$ cat src/pru_pkg.sv
// Shared types, constants and codes of the pixel replicating upscaler.
// Depends on nothing; every module of the block imports it.
`default_nettype none
package pru_pkg;

    localparam int MAX_WIDTH  = 1024;
    localparam int MAX_SCALE  = 16;
    localparam int FIFO_DEPTH = 4;
    localparam int PAD_ALIGN  = 4;

    localparam int SCALE_W = 5;
    localparam int WIDTH_W = 11;
    localparam int PIX_W   = 24;
    localparam int COL_W   = (MAX_WIDTH > 1) ? $clog2(MAX_WIDTH) : 1;
    localparam int S_W     = $clog2(MAX_SCALE + 1);
    localparam int PASS_W  = (MAX_SCALE > 1) ? $clog2(MAX_SCALE) : 1;
    localparam int TOT_W   = $clog2(MAX_SCALE + PAD_ALIGN);
    localparam int PTR_W   = (FIFO_DEPTH > 1) ? $clog2(FIFO_DEPTH) : 1;
    localparam int CNT_W   = $clog2(FIFO_DEPTH + 1);
    localparam int PADDR_W = 3;
    localparam int PDATA_W = 32;

    localparam logic OP_NEW    = 1'b0;
    localparam logic OP_REPLAY = 1'b1;

    localparam logic [1:0] KIND_PIX = 2'd0;
    localparam logic [1:0] KIND_PAD = 2'd1;
    localparam logic [1:0] KIND_ERR = 2'd2;

    localparam logic REG_SCALE = 1'b0;
    localparam logic REG_WIDTH = 1'b1;

    typedef struct packed {
        logic             opcode;
        logic [PIX_W-1:0] pixel_value;
    } t_in_item;

    typedef struct packed {
        logic [1:0]       kind;
        logic [PIX_W-1:0] out_value;
        logic             row_end;
        logic             last;
    } t_out_item;

    typedef struct packed {
        logic [SCALE_W-1:0] scale;
        logic [WIDTH_W-1:0] row_width;
    } t_cfg;

    typedef struct packed {
        logic             err;
        logic [PIX_W-1:0] pix;
        logic [S_W-1:0]   s;
        logic [TOT_W-1:0] total;
        logic             row_done;
    } t_cmd;

    typedef struct packed {
        logic empty;
        logic full;
        logic afull;
    } t_fifo_stat;

endpackage
`default_nettype wire

$ cat src/pru_cmd_fifo.sv
// Short command queue between the front end and the back end.
// Depends on pru_pkg.
`default_nettype none
module pru_cmd_fifo (
    input  wire                  i_clk,
    input  wire                  i_rst_n,
    input  wire                  i_push,
    input  pru_pkg::t_cmd        i_cmd,
    input  wire                  i_pop,
    output pru_pkg::t_cmd        o_cmd,
    output pru_pkg::t_fifo_stat  o_stat
);
    import pru_pkg::*;

    t_cmd             r_mem [FIFO_DEPTH];
    logic [PTR_W-1:0] r_wr, r_rd;
    logic [CNT_W-1:0] r_cnt;

    logic do_push, do_pop;

    assign do_pop  = i_pop && (r_cnt != '0);
    assign do_push = i_push;

    function automatic logic [PTR_W-1:0] bump(input logic [PTR_W-1:0] p);
        return (p == PTR_W'(FIFO_DEPTH - 1)) ? '0 : p + PTR_W'(1);
    endfunction

    always_ff @(posedge i_clk) begin
        if (!i_rst_n) begin
            r_wr  <= '0;
            r_rd  <= '0;
            r_cnt <= '0;
        end else begin
            if (do_push) r_wr <= bump(r_wr);
            if (do_pop)  r_rd <= bump(r_rd);
            r_cnt <= r_cnt + CNT_W'(do_push) - CNT_W'(do_pop);
        end
    end

    always_ff @(posedge i_clk) begin
        if (do_push) begin
            r_mem[r_wr] <= i_cmd;
        end
    end

    assign o_cmd        = r_mem[r_rd];
    assign o_stat.empty = (r_cnt == '0);
    assign o_stat.full  = (r_cnt == CNT_W'(FIFO_DEPTH));
    assign o_stat.afull = (r_cnt >= CNT_W'(FIFO_DEPTH - 1));

endmodule
`default_nettype wire

$ cat config.mk
export PLATFORM = sky130hd
export DESIGN_NAME = pru_cmd_fifo
export DESIGN_NICKNAME = d
export VERILOG_FILES = /design/src/pru_pkg.sv /design/src/pru_cmd_fifo.sv
export SDC_FILE = /design/constraint.sdc
export NUM_CORES = 1
export LEC_CHECK = 0
export ABC_AREA = 1
export ABC_CLOCK_PERIOD_IN_PS = 4600
export BUFFER_PORTS_ARGS = -buffer_cell sky130_fd_sc_hd__buf_2
export CAP_MARGIN = 0
export CORE_MARGIN = 4
export CORE_UTILIZATION = 40
export CTS_CLUSTER_DIAMETER = 100
export CTS_CLUSTER_SIZE = 20
export DETAILED_ROUTE_END_ITERATION = 16
export SYNTH_ARGS = -nofsm -noshare
export SYNTH_HDL_FRONTEND = slang
export SYNTH_SLANG_ARGS = --single-unit
$ cat constraint.sdc
create_clock -name i_clk -period 4.6 [get_ports i_clk]
set_clock_uncertainty 0.1 [all_clocks]
set_input_delay 0.69 -clock i_clk [delete_from_list [all_inputs] [get_ports i_clk]]
set_output_delay 0.69 -clock i_clk [all_outputs]
set_load 0.1 [all_outputs]
; ---- Yosys cells after proc, flatten, opt, wreduce, memory -nomap -nowiden
; Memories as Yosys holds them, arrays and structs flattened. A register that Yosys moved wholly into a read port is not among the register bits.
; Cells that the tools add are included.
; W data, S select, Z words.
[totals]
regBits = 7
ram_bits = 144
input_bits = 40
n_memories = 1
[op_classes]
n_addsub = 4
magnitude_cmp = 1
n_eq_ne = 3
n_mux = 6
n_reduce_logical = 3
[memory_table]
columns = memory, words, width, read_ports, rd_clocked_by_memory_dff, wr, line
row1 = r_mem, 4, 36, 1, 1, 1, pru_cmd_fifo.sv:15  ; t_cmd r_mem [FIFO_DEPTH];
[ops]
columns = op, count
row1 = $mux W2, 4
row2 = $add A2 B1 Y2 const B, 2
row3 = $eq A2 B2 Y1 const B, 2
row4 = $add A3 B1 Y3, 1
row5 = $eq A3 B3 Y1 const B, 1
row6 = $ge A3 B2 Y1 const B, 1
row7 = $logic_not A3 Y1, 1
row8 = $reduce_bool A3 Y1, 1
row9 = $sub A3 B1 Y3, 1
row10 = $mux W1, 2
row11 = $logic_and A1 B1 Y1, 1

; ---- Longest topological paths before layout
[logic_depth]
word_depth = 4
depth_mapped = 11
depth_no_buf = 11

; ---- Least setup slack after synthesis
; Ideal clock, no wire load.
[synth_timing]
path_type = register to output
startpoint = register r_cnt[1]
endpoint = output port o_stat[1] in the netlist's numbering
t_arrival_ps = 2424
path_slack_ps = 1386
path_stages_with_launch = 2
n_path_buf = 0
cell_sequence = dfxtp_1 > nor3_1
[synth_lines]
columns = item, line
row1 = start: declaration, pru_cmd_fifo.sv:17  ; logic [CNT_W-1:0] r_cnt;
row2 = start signal: assignment, pru_cmd_fifo.sv:36  ; r_cnt <= r_cnt + CNT_W'(do_push) - CNT_W'(do_pop);
row3 = end: declaration, pru_cmd_fifo.sv:11  ; output pru_pkg::t_fifo_stat o_stat

==> summary.md <==
| Metric | Value |
|---|---|
| Status | complete, no violations |
| Clk Latency, worst-skew pair | 420 ps |
| Fmax | 0.292 GHz |
| Top_reg_cell synth | edfxtp_1 |
| RR Startpoint | r_cnt[1] |
| First-pass GRT wire length | about 18 mm |
| Via-to-Cell Ratio | 5.02 |
| Multi-input gate area | 0.00110 mm2 |
| CTS Hold Buffers Added | 0 |
| Share of cells above drive strength 1 | 22.4% |
| Final setup fails | 0 |
| Yosys top cell area share | about 73% |
| Unique masters post-synth | 21 |
| Synthesized area | approximately 0.0059 mm2 |
| Crit Path Category | reg2out |
| Fill count | 1248 |
| CTS tree | yes |
| Clock slew at reported path FFs | 60 ps |
| Register area share after synthesis | between 70% and 80% |
| Pin count of the biggest net entering global routing | 73 |
| Crit-path max FO | between 50 and 60 |
| Cells after Synth | 412 |
| Vias in the first global route | 3413 |
| Hold path start | i_cmd[25] |
| DRT antenna net count | 0 |
| DIE AREA | 0.0167 mm2 |
| Post-route DRC | 0 |
| Area grow syn2layout | 17.3% |
| Commonest cells post-synth | 144 x edfxtp_1, 80 x nor2_1, 37 x o21ai_1 |
| Critical path endpoint category | output port |
| Starting Density | 40.7% |
| Minimum clock period | approximately 3400 ps |
| CP Launch Type | register |
| Detail Placement HPWL | ~6.5 mm |
| Grt ovf | 0 |
| Fin Setup TNS | 0 ps |
| Tightest Pin Transition | 1050 ps |
| Clk sinks | 153 |
| Fin nets | 537 |
| Slew Viols, Final | 0 |
| CP required | 3810 ps |
| WL/cell | 17.0 um |
| I/O Pins | 79 |
| Post-synth ARST share | 0% |
| Post-CTS setup buffer count | 0 |
| Ant. Diodes | 0 |
| Die Height | 129 um |
| Die X | around 130 um |
| Sequential Area | 0.00451 mm2 |
| Final Wtd Congestion | 0.690 |
| Iteration-0 DRC Markers | slightly above 200 |
| Crit path DAT | between 2000 and 3000 ps |
| Vias after detailed routing | around 3400 |
| Drt pass-1 iters | 4 |
| Yosys warning total | 0 |
| Final wirelength | 11.6 mm |
| Worst relative slew slack | 30.2% |
| Synth Net Count | 461 |
| Clk root buf | clkbuf_16 |
| Initial antenna violation count | 3 |
| Unrepaired setup endpoints after global routing | no |
| Synthesis-stage register bit count | between 150 and 200 |
| Max cap viols | 0 |
| Clock buffer depth | 2 |
| TritonCTS buffer count | 17 |
| Core Rows | 44 |
| Post-CTS Resized | 0 |
| H-tree Lvls | 4 |
| Count leader, synth | edfxtp_1 |
| Synth top area cells | edfxtp_1 73%, nor2_1 5.1%, o22ai_1 3.8% |
| Core area | between 0.01 and 0.015 mm2 |
| Global Route Usage Sum | ~14% |
| Port buffer count | 78 |
| Syn avg cell area | 14.3 um2 |
| Hold Crit Class | in2reg |
| Yosys top cell by area | edfxtp_1 |
| Final worst path period share | 74.3% |
| Fin. Hold Viols | 0 |
| Number of synthesized flops with an enable pin | 144 |
-- critical path, cell delays in order (launching register included) --
cell	delay [ps]
dfxtp_2	1000
buf_4	370
o21ai_0	120
o22ai_1	220
buf_2	470
-- cells in the final DEF, fill, tap and decap left out, drive strengths merged --
cell / netlist / final
clkinv: 1 / 7
fa: 1 / 1
o21ai: 73 / 73
nand3: 2 / 2
xor2: 1 / 1
edfxtp: 144 / 144
o22ai: 36 / 36
nor2: 80 / 80
ha: 8 / 8
clkbuf: 2 / 20
buf: 21 / 80
nand2: 10 / 10
xnor2: 1 / 1
a21oi: 3 / 3
nor3: 2 / 2
clkinvlp: 0 / 1
bufinv: 0 / 4
inv: 18 / 18
dfxtp: 9 / 9
-- final cells by class --
class,instances,share of cell area [%]
Clock buffer,20,6.32
Clock inverter,11,2.23
Inverter,19,1.16
Multi-Input combinational cell,217,15.9
Sequential cell,153,65.2
Tap cell,184,3.33
Timing Repair Buffer,80,5.86
-- sequential cells by signal, summed over array words and instances, names as in the netlist, named ones only --
signal / cells
r_mem: 144
r_cnt: 3
r_rd: 2
r_wr: 2
-- final timing paths --
path,cells past startpoint,slack [ps],end
max,4,1180,o_cmd[34]
min,1,380,r_mem[1][25]
max reg2reg,11,2540,r_cnt[2]
min reg2reg,2,460,r_rd[1]
-- kinds of logic after synthesis --
group                    synth area share (%)
buffers and inverters                    4.90
AND/OR/NAND/NOR                          6.07
flip-flops                               76.4
adder cells (fa/ha/maj)                  2.04
XOR/XNOR                                0.297
AO/OA/AOI/OAI                            10.3
-- metal layers --
| layer | track usage (%) | routed length, um |
|---|---|---|
| met5 | 0 | 41 |
| met4 | 6.42 | 87 |
| met3 | 5.48 | 714 |
| met2 | 23.7 | 5930 |
| met1 | 17.2 | 4850 |
-- stage by stage --
| stage | util (%) | worst slack, ps | instances | hold WS (ps) | instance area (um2) |
|---|---|---|---|---|---|
| global route | 47.7 | 962 | 684 | 361 | 6910 |
| finish | 47.7 | 1180 | 684 | 380 | 6910 |
| CTS | 47.7 | 1130 | 684 | 360 | 6910 |
| floorplan | - | 1390 | 412 | 383 | 5890 |
| global placement | 43.7 | 1620 | 653 | 415 | 6320 |
| detailed placement | 43.7 | 1580 | 653 | 435 | 6320 |
Power is not shown: default switching activity piles up to over one toggle a cycle in this logic, so the estimate is an artifact.
