## config.mk

```make
export PLATFORM = sky130hd
export DESIGN_NAME = pru_back
export DESIGN_NICKNAME = d
export VERILOG_FILES = /design/src/pru_pkg.sv /design/src/pru_back.sv
export SDC_FILE = /design/constraint.sdc
export NUM_CORES = 1
export LEC_CHECK = 0
export BUFFER_PORTS_ARGS = -buffer_cell sky130_fd_sc_hd__buf_2
export CELL_PAD_IN_SITES_DETAIL_PLACEMENT = 2
export CELL_PAD_IN_SITES_GLOBAL_PLACEMENT = 2
export CORE_ASPECT_RATIO = 0.7
export CORE_MARGIN = 3
export CORE_UTILIZATION = 38
export CTS_CLUSTER_DIAMETER = 200
export CTS_CLUSTER_SIZE = 28
export DETAILED_ROUTE_END_ITERATION = 12
export PLACE_DENSITY = 0.88
export SYNTH_ARGS = -nofsm -noshare
export SYNTH_HDL_FRONTEND = slang
export SYNTH_SLANG_ARGS = --single-unit
```

## constraint.sdc

```tcl
create_clock -name i_clk -period 4.43 [get_ports i_clk]
set_clock_uncertainty 0.2 [all_clocks]
set_input_delay 0.6645 -clock i_clk [delete_from_list [all_inputs] [get_ports i_clk]]
set_output_delay 0.6645 -clock i_clk [all_outputs]
set_load 0.005 [all_outputs]
```

## src/pru_pkg.sv

```systemverilog
// Shared types, constants and codes of the pixel replicating upscaler.
// Depends on nothing; every module of the block imports it.
`default_nettype none
package pru_pkg;

    localparam int MAX_WIDTH  = 1024;
    localparam int MAX_SCALE  = 16;
    localparam int FIFO_DEPTH = 4;
    localparam int PAD_ALIGN  = 4;

    localparam int SCALE_W = 5;
    localparam int WIDTH_W = 11;
    localparam int PIX_W   = 24;
    localparam int COL_W   = (MAX_WIDTH > 1) ? $clog2(MAX_WIDTH) : 1;
    localparam int S_W     = $clog2(MAX_SCALE + 1);
    localparam int PASS_W  = (MAX_SCALE > 1) ? $clog2(MAX_SCALE) : 1;
    localparam int TOT_W   = $clog2(MAX_SCALE + PAD_ALIGN);
    localparam int PTR_W   = (FIFO_DEPTH > 1) ? $clog2(FIFO_DEPTH) : 1;
    localparam int CNT_W   = $clog2(FIFO_DEPTH + 1);
    localparam int PADDR_W = 3;
    localparam int PDATA_W = 32;

    localparam logic OP_NEW    = 1'b0;
    localparam logic OP_REPLAY = 1'b1;

    localparam logic [1:0] KIND_PIX = 2'd0;
    localparam logic [1:0] KIND_PAD = 2'd1;
    localparam logic [1:0] KIND_ERR = 2'd2;

    localparam logic REG_SCALE = 1'b0;
    localparam logic REG_WIDTH = 1'b1;

    typedef struct packed {
        logic             opcode;
        logic [PIX_W-1:0] pixel_value;
    } t_in_item;

    typedef struct packed {
        logic [1:0]       kind;
        logic [PIX_W-1:0] out_value;
        logic             row_end;
        logic             last;
    } t_out_item;

    typedef struct packed {
        logic [SCALE_W-1:0] scale;
        logic [WIDTH_W-1:0] row_width;
    } t_cfg;

    typedef struct packed {
        logic             err;
        logic [PIX_W-1:0] pix;
        logic [S_W-1:0]   s;
        logic [TOT_W-1:0] total;
        logic             row_done;
    } t_cmd;

    typedef struct packed {
        logic empty;
        logic full;
        logic afull;
    } t_fifo_stat;

endpackage
`default_nettype wire

```

## src/pru_back.sv

```systemverilog
// Back end: expands each command into its pixel copies, padding bytes or error
// result, one per cycle while pop does not stall it, into the output register. Depends on pru_pkg.
`default_nettype none
module pru_back (
    input  wire                  i_clk,
    input  wire                  i_rst_n,
    input  pru_pkg::t_cmd        i_cmd,
    input  pru_pkg::t_fifo_stat  i_fifo_stat,
    output logic                 o_fifo_pop,
    input  wire                  i_pop,
    output logic                 o_empty,
    output pru_pkg::t_out_item   o_item
);
    import pru_pkg::*;

    t_cmd             r_cmd;
    logic             r_busy;
    logic [TOT_W-1:0] r_idx;
    t_out_item        r_out;
    logic             r_out_valid;

    logic      adv;
    logic      is_last;
    logic      load;
    t_out_item res;

    assign adv     = !r_out_valid || i_pop;
    assign is_last = r_cmd.err || (r_idx + TOT_W'(1) == r_cmd.total);
    assign load    = !i_fifo_stat.empty && (!r_busy || (adv && is_last));
    assign o_fifo_pop = load;

    always_comb begin
        res.last    = is_last;
        res.row_end = 1'b0;
        if (r_cmd.err) begin
            res.kind      = KIND_ERR;
            res.out_value = '0;
        end else if (TOT_W'(r_cmd.s) > r_idx) begin
            res.kind      = KIND_PIX;
            res.out_value = r_cmd.pix;
            res.row_end   = r_cmd.row_done && is_last;
        end else begin
            res.kind      = KIND_PAD;
            res.out_value = '0;
            res.row_end   = r_cmd.row_done && is_last;
        end
    end

    always_ff @(posedge i_clk) begin
        if (!i_rst_n) begin
            r_busy      <= 1'b0;
            r_out_valid <= 1'b0;
            r_idx       <= '0;
        end else begin
            if (adv) begin
                r_out_valid <= r_busy;
            end
            if (load) begin
                r_busy <= 1'b1;
                r_idx  <= '0;
            end else if (adv && r_busy) begin
                if (is_last) begin
                    r_busy <= 1'b0;
                end
                r_idx <= r_idx + TOT_W'(1);
            end
        end
    end

    always_ff @(posedge i_clk) begin
        if (load) begin
            r_cmd <= i_cmd;
        end
        if (adv && r_busy) begin
            r_out <= res;
        end
    end

    assign o_empty = !r_out_valid;
    assign o_item  = r_out;

endmodule
`default_nettype wire

```

Word-level counts from Yosys, hierarchy flattened
Index checks and enable logic that the tools add are counted.
W data, S select, Z words.
{ "op_classes": {"n_eq_ne": 1, "n_shift": 0, "div": 0, "addsub": 1, "order_cmp": 1, "muxes": 4, "reduce_logical": 15, "multipliers": 0, "n_bitwise": 2} }
{ "op_table": {"columns": ["cell", "n"], "rows": [
  ["$mux W26", 1],
  ["$add A5 B1 Y5 const B", 1],
  ["$eq A5 B5 Y1", 1],
  ["$gt A5 B5 Y1", 1],
  ["$logic_and A1 B1 Y1", 4],
  ["$reduce_bool A2 Y1", 2],
  ["$reduce_or A2 Y1", 2],
  ["$logic_not A1 Y1", 3],
  ["$logic_or A1 B1 Y1", 3],
  ["$mux W1", 3],
  ["$not A1 Y1", 2],
  ["$reduce_and A2 Y1", 1]
]} }
{ "word_totals": {"out_inout_bits": 30, "wordCells": 36, "ff_bits": 71, "romBits": 0, "n_memories": 0, "ram_bits": 0, "latchBits": 0, "input_bits": 42} }

Logic depth before layout (Yosys ltp)
Gate-level depths: netlist (run 1).
{ "depth": {"word_depth": 8, "depth_mapped": 8} }

Least setup slack after synthesis (run 1)
Ideal clock, no wire load.
{ "synth_timing": {"path_kind": "reg-to-output", "from": "register r_idx[0]", "to": "output o_fifo_pop", "path_slack_ns": 1.568, "arrival_ns": 1.997, "stages_incl_launch_ff": 6, "n_path_buf": 0, "path_cell_list": "dfxtp_1 > ha_1 > nand4b_1 > a211oi_2 > o211ai_2 > a31oi_4"} }
{ "synth_between": {"elab_chain_cells": 6} }
{ "synth_rtl": {"columns": ["item", "line", "text"], "rows": [
  ["start: declaration", "pru_back.sv:18", "logic [TOT_W-1:0] r_idx;"],
  ["start signal: assignment", "pru_back.sv:65", "r_idx <= r_idx + TOT_W'(1);"],
  ["$add A5 B1 Y5", "pru_back.sv:28", "assign is_last = r_cmd.err || (r_idx + TOT_W'(1) == r_cmd.total);"],
  ["$eq A5 B5 Y1", "pru_back.sv:28", null],
  ["$logic_or A1 B1 Y1", "pru_back.sv:28", null],
  ["$logic_and A1 B1 Y1", "pru_back.sv:29", "assign load = !i_fifo_stat.empty && (!r_busy || (adv && is_last));"],
  ["$logic_or A1 B1 Y1", "pru_back.sv:29", null],
  ["$logic_and A1 B1 Y1", "pru_back.sv:29", null],
  ["end: declaration", "pru_back.sv:9", "output logic o_fifo_pop,"]
]} }
Every way passes these cells.

Worst setup path in the final report (run 1)
Same ends and word-level chain as after synthesis.

==> results of run 1 <==
[cell type report]
cell class / instances / area, um^2 / area share [%]
Clock inverter: 5 / 73.8 / 2.19
Clock buffer: 10 / 128 / 3.79
Tap cell: 94 / 118 / 3.49
Sequential cell: 71 / 2060 / 61.2
Timing Repair Buffer: 72 / 368 / 10.9
Inverter: 8 / 30.0 / 0.892
Multi-Input combinational cell: 81 / 588 / 17.5
[sequential cells by signal, summed over array words and instances (netlist names)]
| name | cells |
|---|---|
| r_out_valid | 1 |
| r_cmd | 36 |
| o_item | 28 |
| r_busy | 1 |
| r_idx | 5 |
[worst max-delay path, stage by stage, from the launching register on]
cell and delay [ns]:
dfxtp_1 0.50, ha_1 0.36, nand4b_1 0.16, a211oi_2 0.29, o211ai_2 0.20, a31oi_4 0.32, buf_2 0.17
[stage by stage]
stage / area, um^2 / util [%] / power, mW
6_report: 3370 / 49.4 / 1.44
5_1_grt: 3370 / 49.4 / 1.50
4_1_cts: 3370 / 49.4 / 1.46
3_5_place_dp: 3170 / 46.4 / 0.921
3_3_place_gp: 3170 / 46.4 / 0.907
2_1_floorplan: 2700 / - / 0.856
[path summary, 6_finish.rpt]
check / startpoint / end / slack [ns] / depth (start not counted)
min reg2reg: r_cmd[28]$_DFFE_PP_ / o_item[19]$_SDFFCE_PP0P_ / 0.32 / 1
min: i_cmd[4] / r_cmd[4]$_DFFE_PP_ / 0.29 / 1
max reg2reg: r_idx[2]$_SDFFE_PP0P_ / o_item[8]$_SDFFCE_PP0P_ / 1.65 / 6
max: r_idx[0]$_SDFFE_PP0P_ / o_fifo_pop / 1.22 / 6
[layer usage]
layer | wire [um] | up-vias
met5 | 0 | -
met4 | 91 | 0
met3 | 371 | 12
met2 | 3430 | 55
met1 | 2490 | 789
li1 | - | 746
[report_power, final]
part	internal (mW)	switching (mW)
Clock	0.310	0.229
Combinational	0.0460	0.0612
Sequential	0.780	0.0158
Total	1.14	0.306
[synth_stat cells]
master,number
edfxtp_1,64
and2_1,24
inv_1,8
dfxtp_1,7
xnor2_1,7
ha_1,6
nor2_1,6
nand2_1,5
nor3b_1,5
a21oi_1,3
nand2b_1,3
a211oi_2,2
clkbuf_1,2
nand4_1,2
nor2b_1,2
o21a_1,2
xor2_1,2
a21boi_0,1
a22oi_1,1
a31oi_1,1
a31oi_4,1
buf_4,1
mux2i_1,1
nand3_1,1
nand3b_1,1
nand4b_1,1
o211ai_2,1
o21ai_0,1
o21ai_1,1
o21ba_2,1
[cells by family (layout without fill, tap and decap cells)]
kind of cell,after synthesis,after routing,share of synthesized area [%]
and+or+nand+nor,50,50,10.9
muxes,1,1,0.371
AOI/OAI and AO/OA,15,15,4.83
xor gates and xnor gates,9,9,2.92
DFF,71,71,76.5
buffers and inverters,11,95,1.67
adders and majority gates,6,6,2.79
==> impl_metrics.toml, run 1 <==
[drt]
wl_um = 6380
first_pass_iters = 4
ant_nets = 0
drtIter0Drc = 52
vias_per_cell = 4.70
via_count = 1602
wl_per_cell_um = 18.7
drc = 0

[power_and_ir_drop]
ir_worst_vdd_uv = 232
power_density_nw_per_um2 = 429
cellLeakagePower_nw = 1.29

[final_layout]
num-fill-cells = 670
syn2layout_area_growth_pct = 24.9
fin_cells = 341
final_common_cell = "buf_2"
drive_above_1_share_pct = 36.4
fin_nets = 291
layout_common_cells = "buf_2, edfxtp_1, and2_1"
antennaDiodeCount = 0

[die]
dieWidth_um = 107
fp.dieH_um = 76.5
core_um2 = 6820
die_area_um2 = 8150
std_cell_rows = 25
ioPinCount = 72
initial_core_util_pct = 39.5

[sta]
whs_ns = 0.292
relSlewSlack_pct = 21.0
worstMarginPinSlew_ns = 1.18
drv_slew = 0
rsz0062_at_grt = "false"
final-setup-viol-count = 0
period_needed_ns = 3.21
fin_tns_setup_ns = 0
fin_crit_sh_pct = 72.4
clock.fmax_mhz = 312
finalHoldViolCount = 0
setup_slack_ns = 1.22

[place]
place_inst = 326
dp_hpwl_um = 4580
io_buffers = 69
pre_cts_slack_ns = 1.61
place_congestion = 0.729

[clock_network]
cts_buffer_depth = 2
cts_sinks = 71
path_clk_slew_ns = 0.08
post-cts-setup-buffers = 0
ctsHoldBuffers = 0
root_buffer = "clkbuf_8"
cts_resized = 0
htree_levels = 3
cts_tree = "done"
numCtsBuffers = 9
clk-insertion-delay-late_ns = 0.34

[setup_path]
crit_required_ns = 3.57
cp-start-kind = "flop"
crit_fanout = 6
critPathArrivalTime_ns = 2.34
crit_path_end_kind = "output port"
path_class = "flop to output port"

[hold_path]
hp-class = "primary input to flop"

[grt]
overflow = 0
top_usage_layer = "met2"
grt_pass1_vias = 1814
met3_usage_pct = 4.91
antenna_found_initial = 0
grt_pass1_wl_um = 10100
grt_max_degree = 33
grtUsageMet1_pct = 19.1
track_usage_pct = 17.0
use_met2_pct = 30.5

[yosys]
synth_area_leaders = "edfxtp_1, and2_1, dfxtp_1"
syn_inst = 163
synth_top_area_share_pct = 71.3
yosysUniqueCellTypes = 30
ys_seq_elements = 71
syn_area_um2 = 2700
synth_sequential_area_ratio_pct = 76.5
synth_largest_area_cell = "edfxtp_1"
synth_area_per_cell_um2 = 16.5
yosys_warnings = 0
syn-num-nets = 211

[status]
status = "finished clean"

[run]
maxCapViolations = 0
No activity file was read; power rests on OpenSTA's default activity.
==> inputs of run 2 (changes only) <==
CORE_UTILIZATION = 36   (was 38)
PLACE_DENSITY = 0.85   (was 0.88)
clock period = 3.37 ns   (was 4.43 ns; I/O delays follow)
==> impl_metrics.toml, run 2 (synthesis results as in run 1) <==
[setup_path]
critPathArrivalTime_ns = 2.48
critPathBufInv = 1
path_class = "flop to output port"
r2r-start = "r_idx[0]$_SDFFE_PP0P_"
max_stage_delay_ns = 0.50
crit_required_ns = 2.66
cp-start-kind = "flop"
critPathSlowestCell = "dfxtp_1"
crit_fanout = 9
cp-startpoint = "r_idx[0]$_SDFFE_PP0P_"
path_cells = "ha_1 -> nand4b_1 -> a211oi_2 -> o211ai_2 -> a31oi_4 -> buf_2"
crit_path_end_kind = "output port"
path_delay_family = "compound AO/OA/AOI/OAI gates"

[clock_network]
post-cts-setup-buffers = 0
ctsHoldBuffers = 0
cts_buffer_depth = 2
cts_sinks = 71
root_buffer = "clkbuf_8"
clk-insertion-delay-late_ns = 0.34
path_clk_slew_ns = 0.07
cts_resized = 0
htree_levels = 3
cts_tree = "done"
numCtsBuffers = 9

[final_layout]
num-fill-cells = 728
largest_reg_flops = 36
largest_register = "r_cmd"
syn2layout_area_growth_pct = 24.9
antennaDiodeCount = 0
drive_above_1_share_pct = 36.7
multi_input_area_um2 = 596
final_common_cell = "buf_2"
layout_common_cells = "buf_2, edfxtp_1, and2_1"
seq_area_um2 = 2060
fin_nets = 291

[sta]
drv_slew = 0
finalHoldViolCount = 0
final-setup-viol-count = 0
period_needed_ns = 3.19
rsz0062_at_grt = "false"
fin_tns_setup_ns = 0
clock.fmax_mhz = 314
whs_ns = 0.134
relSlewSlack_pct = 47.6
worstMarginPinSlew_ns = 0.783
fin_crit_sh_pct = 94.6

[power_and_ir_drop]
ir_worst_vdd_uv = 344
combPwrFrac_pct = 7.7
cellLeakagePower_nw = 1.29
power_density_nw_per_um2 = 553
p_clk_share_pct = 36.0
p_int_mw = 1.45
pwr-share-seq_pct = 56.3
switching_share_pct = 22.2
power_switching_mw = 0.413

[hold_path]
hp-class = "primary input to flop"
hold_start = "i_cmd[15]"

[grt]
overflow = 0
track_usage_pct = 16.7
antenna_found_initial = 0
grt_max_degree = 25
grt_pass1_vias = 1802
grt_pass1_wl_um = 10000

[die]
dieWidth_um = 109
initial_core_util_pct = 38.5
die_area_um2 = 8580
core_um2 = 7010
ioPinCount = 72
fp.dieH_um = 78.4
std_cell_rows = 25

[drt]
vias_per_cell = 4.71
drc = 0
drtIter0Drc = 63
first_pass_iters = 4
wl_um = 6650
via_count = 1612
wl_per_cell_um = 19.4
ant_nets = 0

[place]
place_congestion = 0.771
dp_hpwl_um = 4920
io_buffers = 69

[status]
status = "finished clean"

[run]
maxCapViolations = 0
==> run 2: cell count changes in the layout (fill, tap and decap cells not counted) <==
cell	delta
a211oi_2	-1
a211oi_4	+1
bufinv_16	-1
clkbuf_1	+1
clkbuf_8	+1
clkinv_1	-1
clkinvlp_4	+1
==> run 2: metal layers <==
metal | track usage (%) | part of all wire (%)
met1 | 17.5 | 37
met5 | 0 | 0
met3 | 5.51 | 5.5
met4 | 7.10 | 2.4
met2 | 30.3 | 55
==> run 2: path summary, 6_finish.rpt <==
kind	endpoint	slack, ns	depth (start not counted)
max	o_fifo_pop	0.18	6
min	r_cmd[15]$_DFFE_PP_	0.13	1
max reg2reg	r_cmd[33]$_DFFE_PP_	0.56	6
min reg2reg	o_item[18]$_SDFFCE_PP0P_	0.31	1
==> run 2: cell type report <==
| cell class | count | area share (%) |
|---|---|---|
| Clock buffer | 12 | 4.31 |
| Inverter | 8 | 0.892 |
| Tap cell | 94 | 3.49 |
| Sequential cell | 71 | 61.3 |
| Clock inverter | 4 | 1.41 |
| Multi-Input combinational cell | 81 | 17.7 |
| Timing Repair Buffer | 72 | 10.9 |
==> run 2: power by group through the flow <==
| stage | logic [mW] | registers [mW] | clock network, mW |
|---|---|---|---|
| after floorplan | 0.0632 | 1.06 | 0 |
| after detailed placement | 0.144 | 1.07 | 0 |
| final | 0.144 | 1.05 | 0.669 |
| after global routing | 0.160 | 1.05 | 0.735 |
| after CTS | 0.146 | 1.05 | 0.685 |
| after global placement | 0.132 | 1.06 | 0 |
==> run 2: metrics by stage <==
stage | total power [mW] | std cells | utilization (%) | area [um^2] | setup WS (ns)
floorplan | 1.12 | 163 | - | 2700 | 0.667
global placement | 1.19 | 326 | 45.2 | 3170 | 0.627
detailed placement | 1.21 | 326 | 45.2 | 3170 | 0.487
CTS | 1.88 | 342 | 47.9 | 3360 | 0.176
global route | 1.95 | 342 | 48.0 | 3370 | 0.0591
finish | 1.86 | 342 | 48.0 | 3370 | 0.182
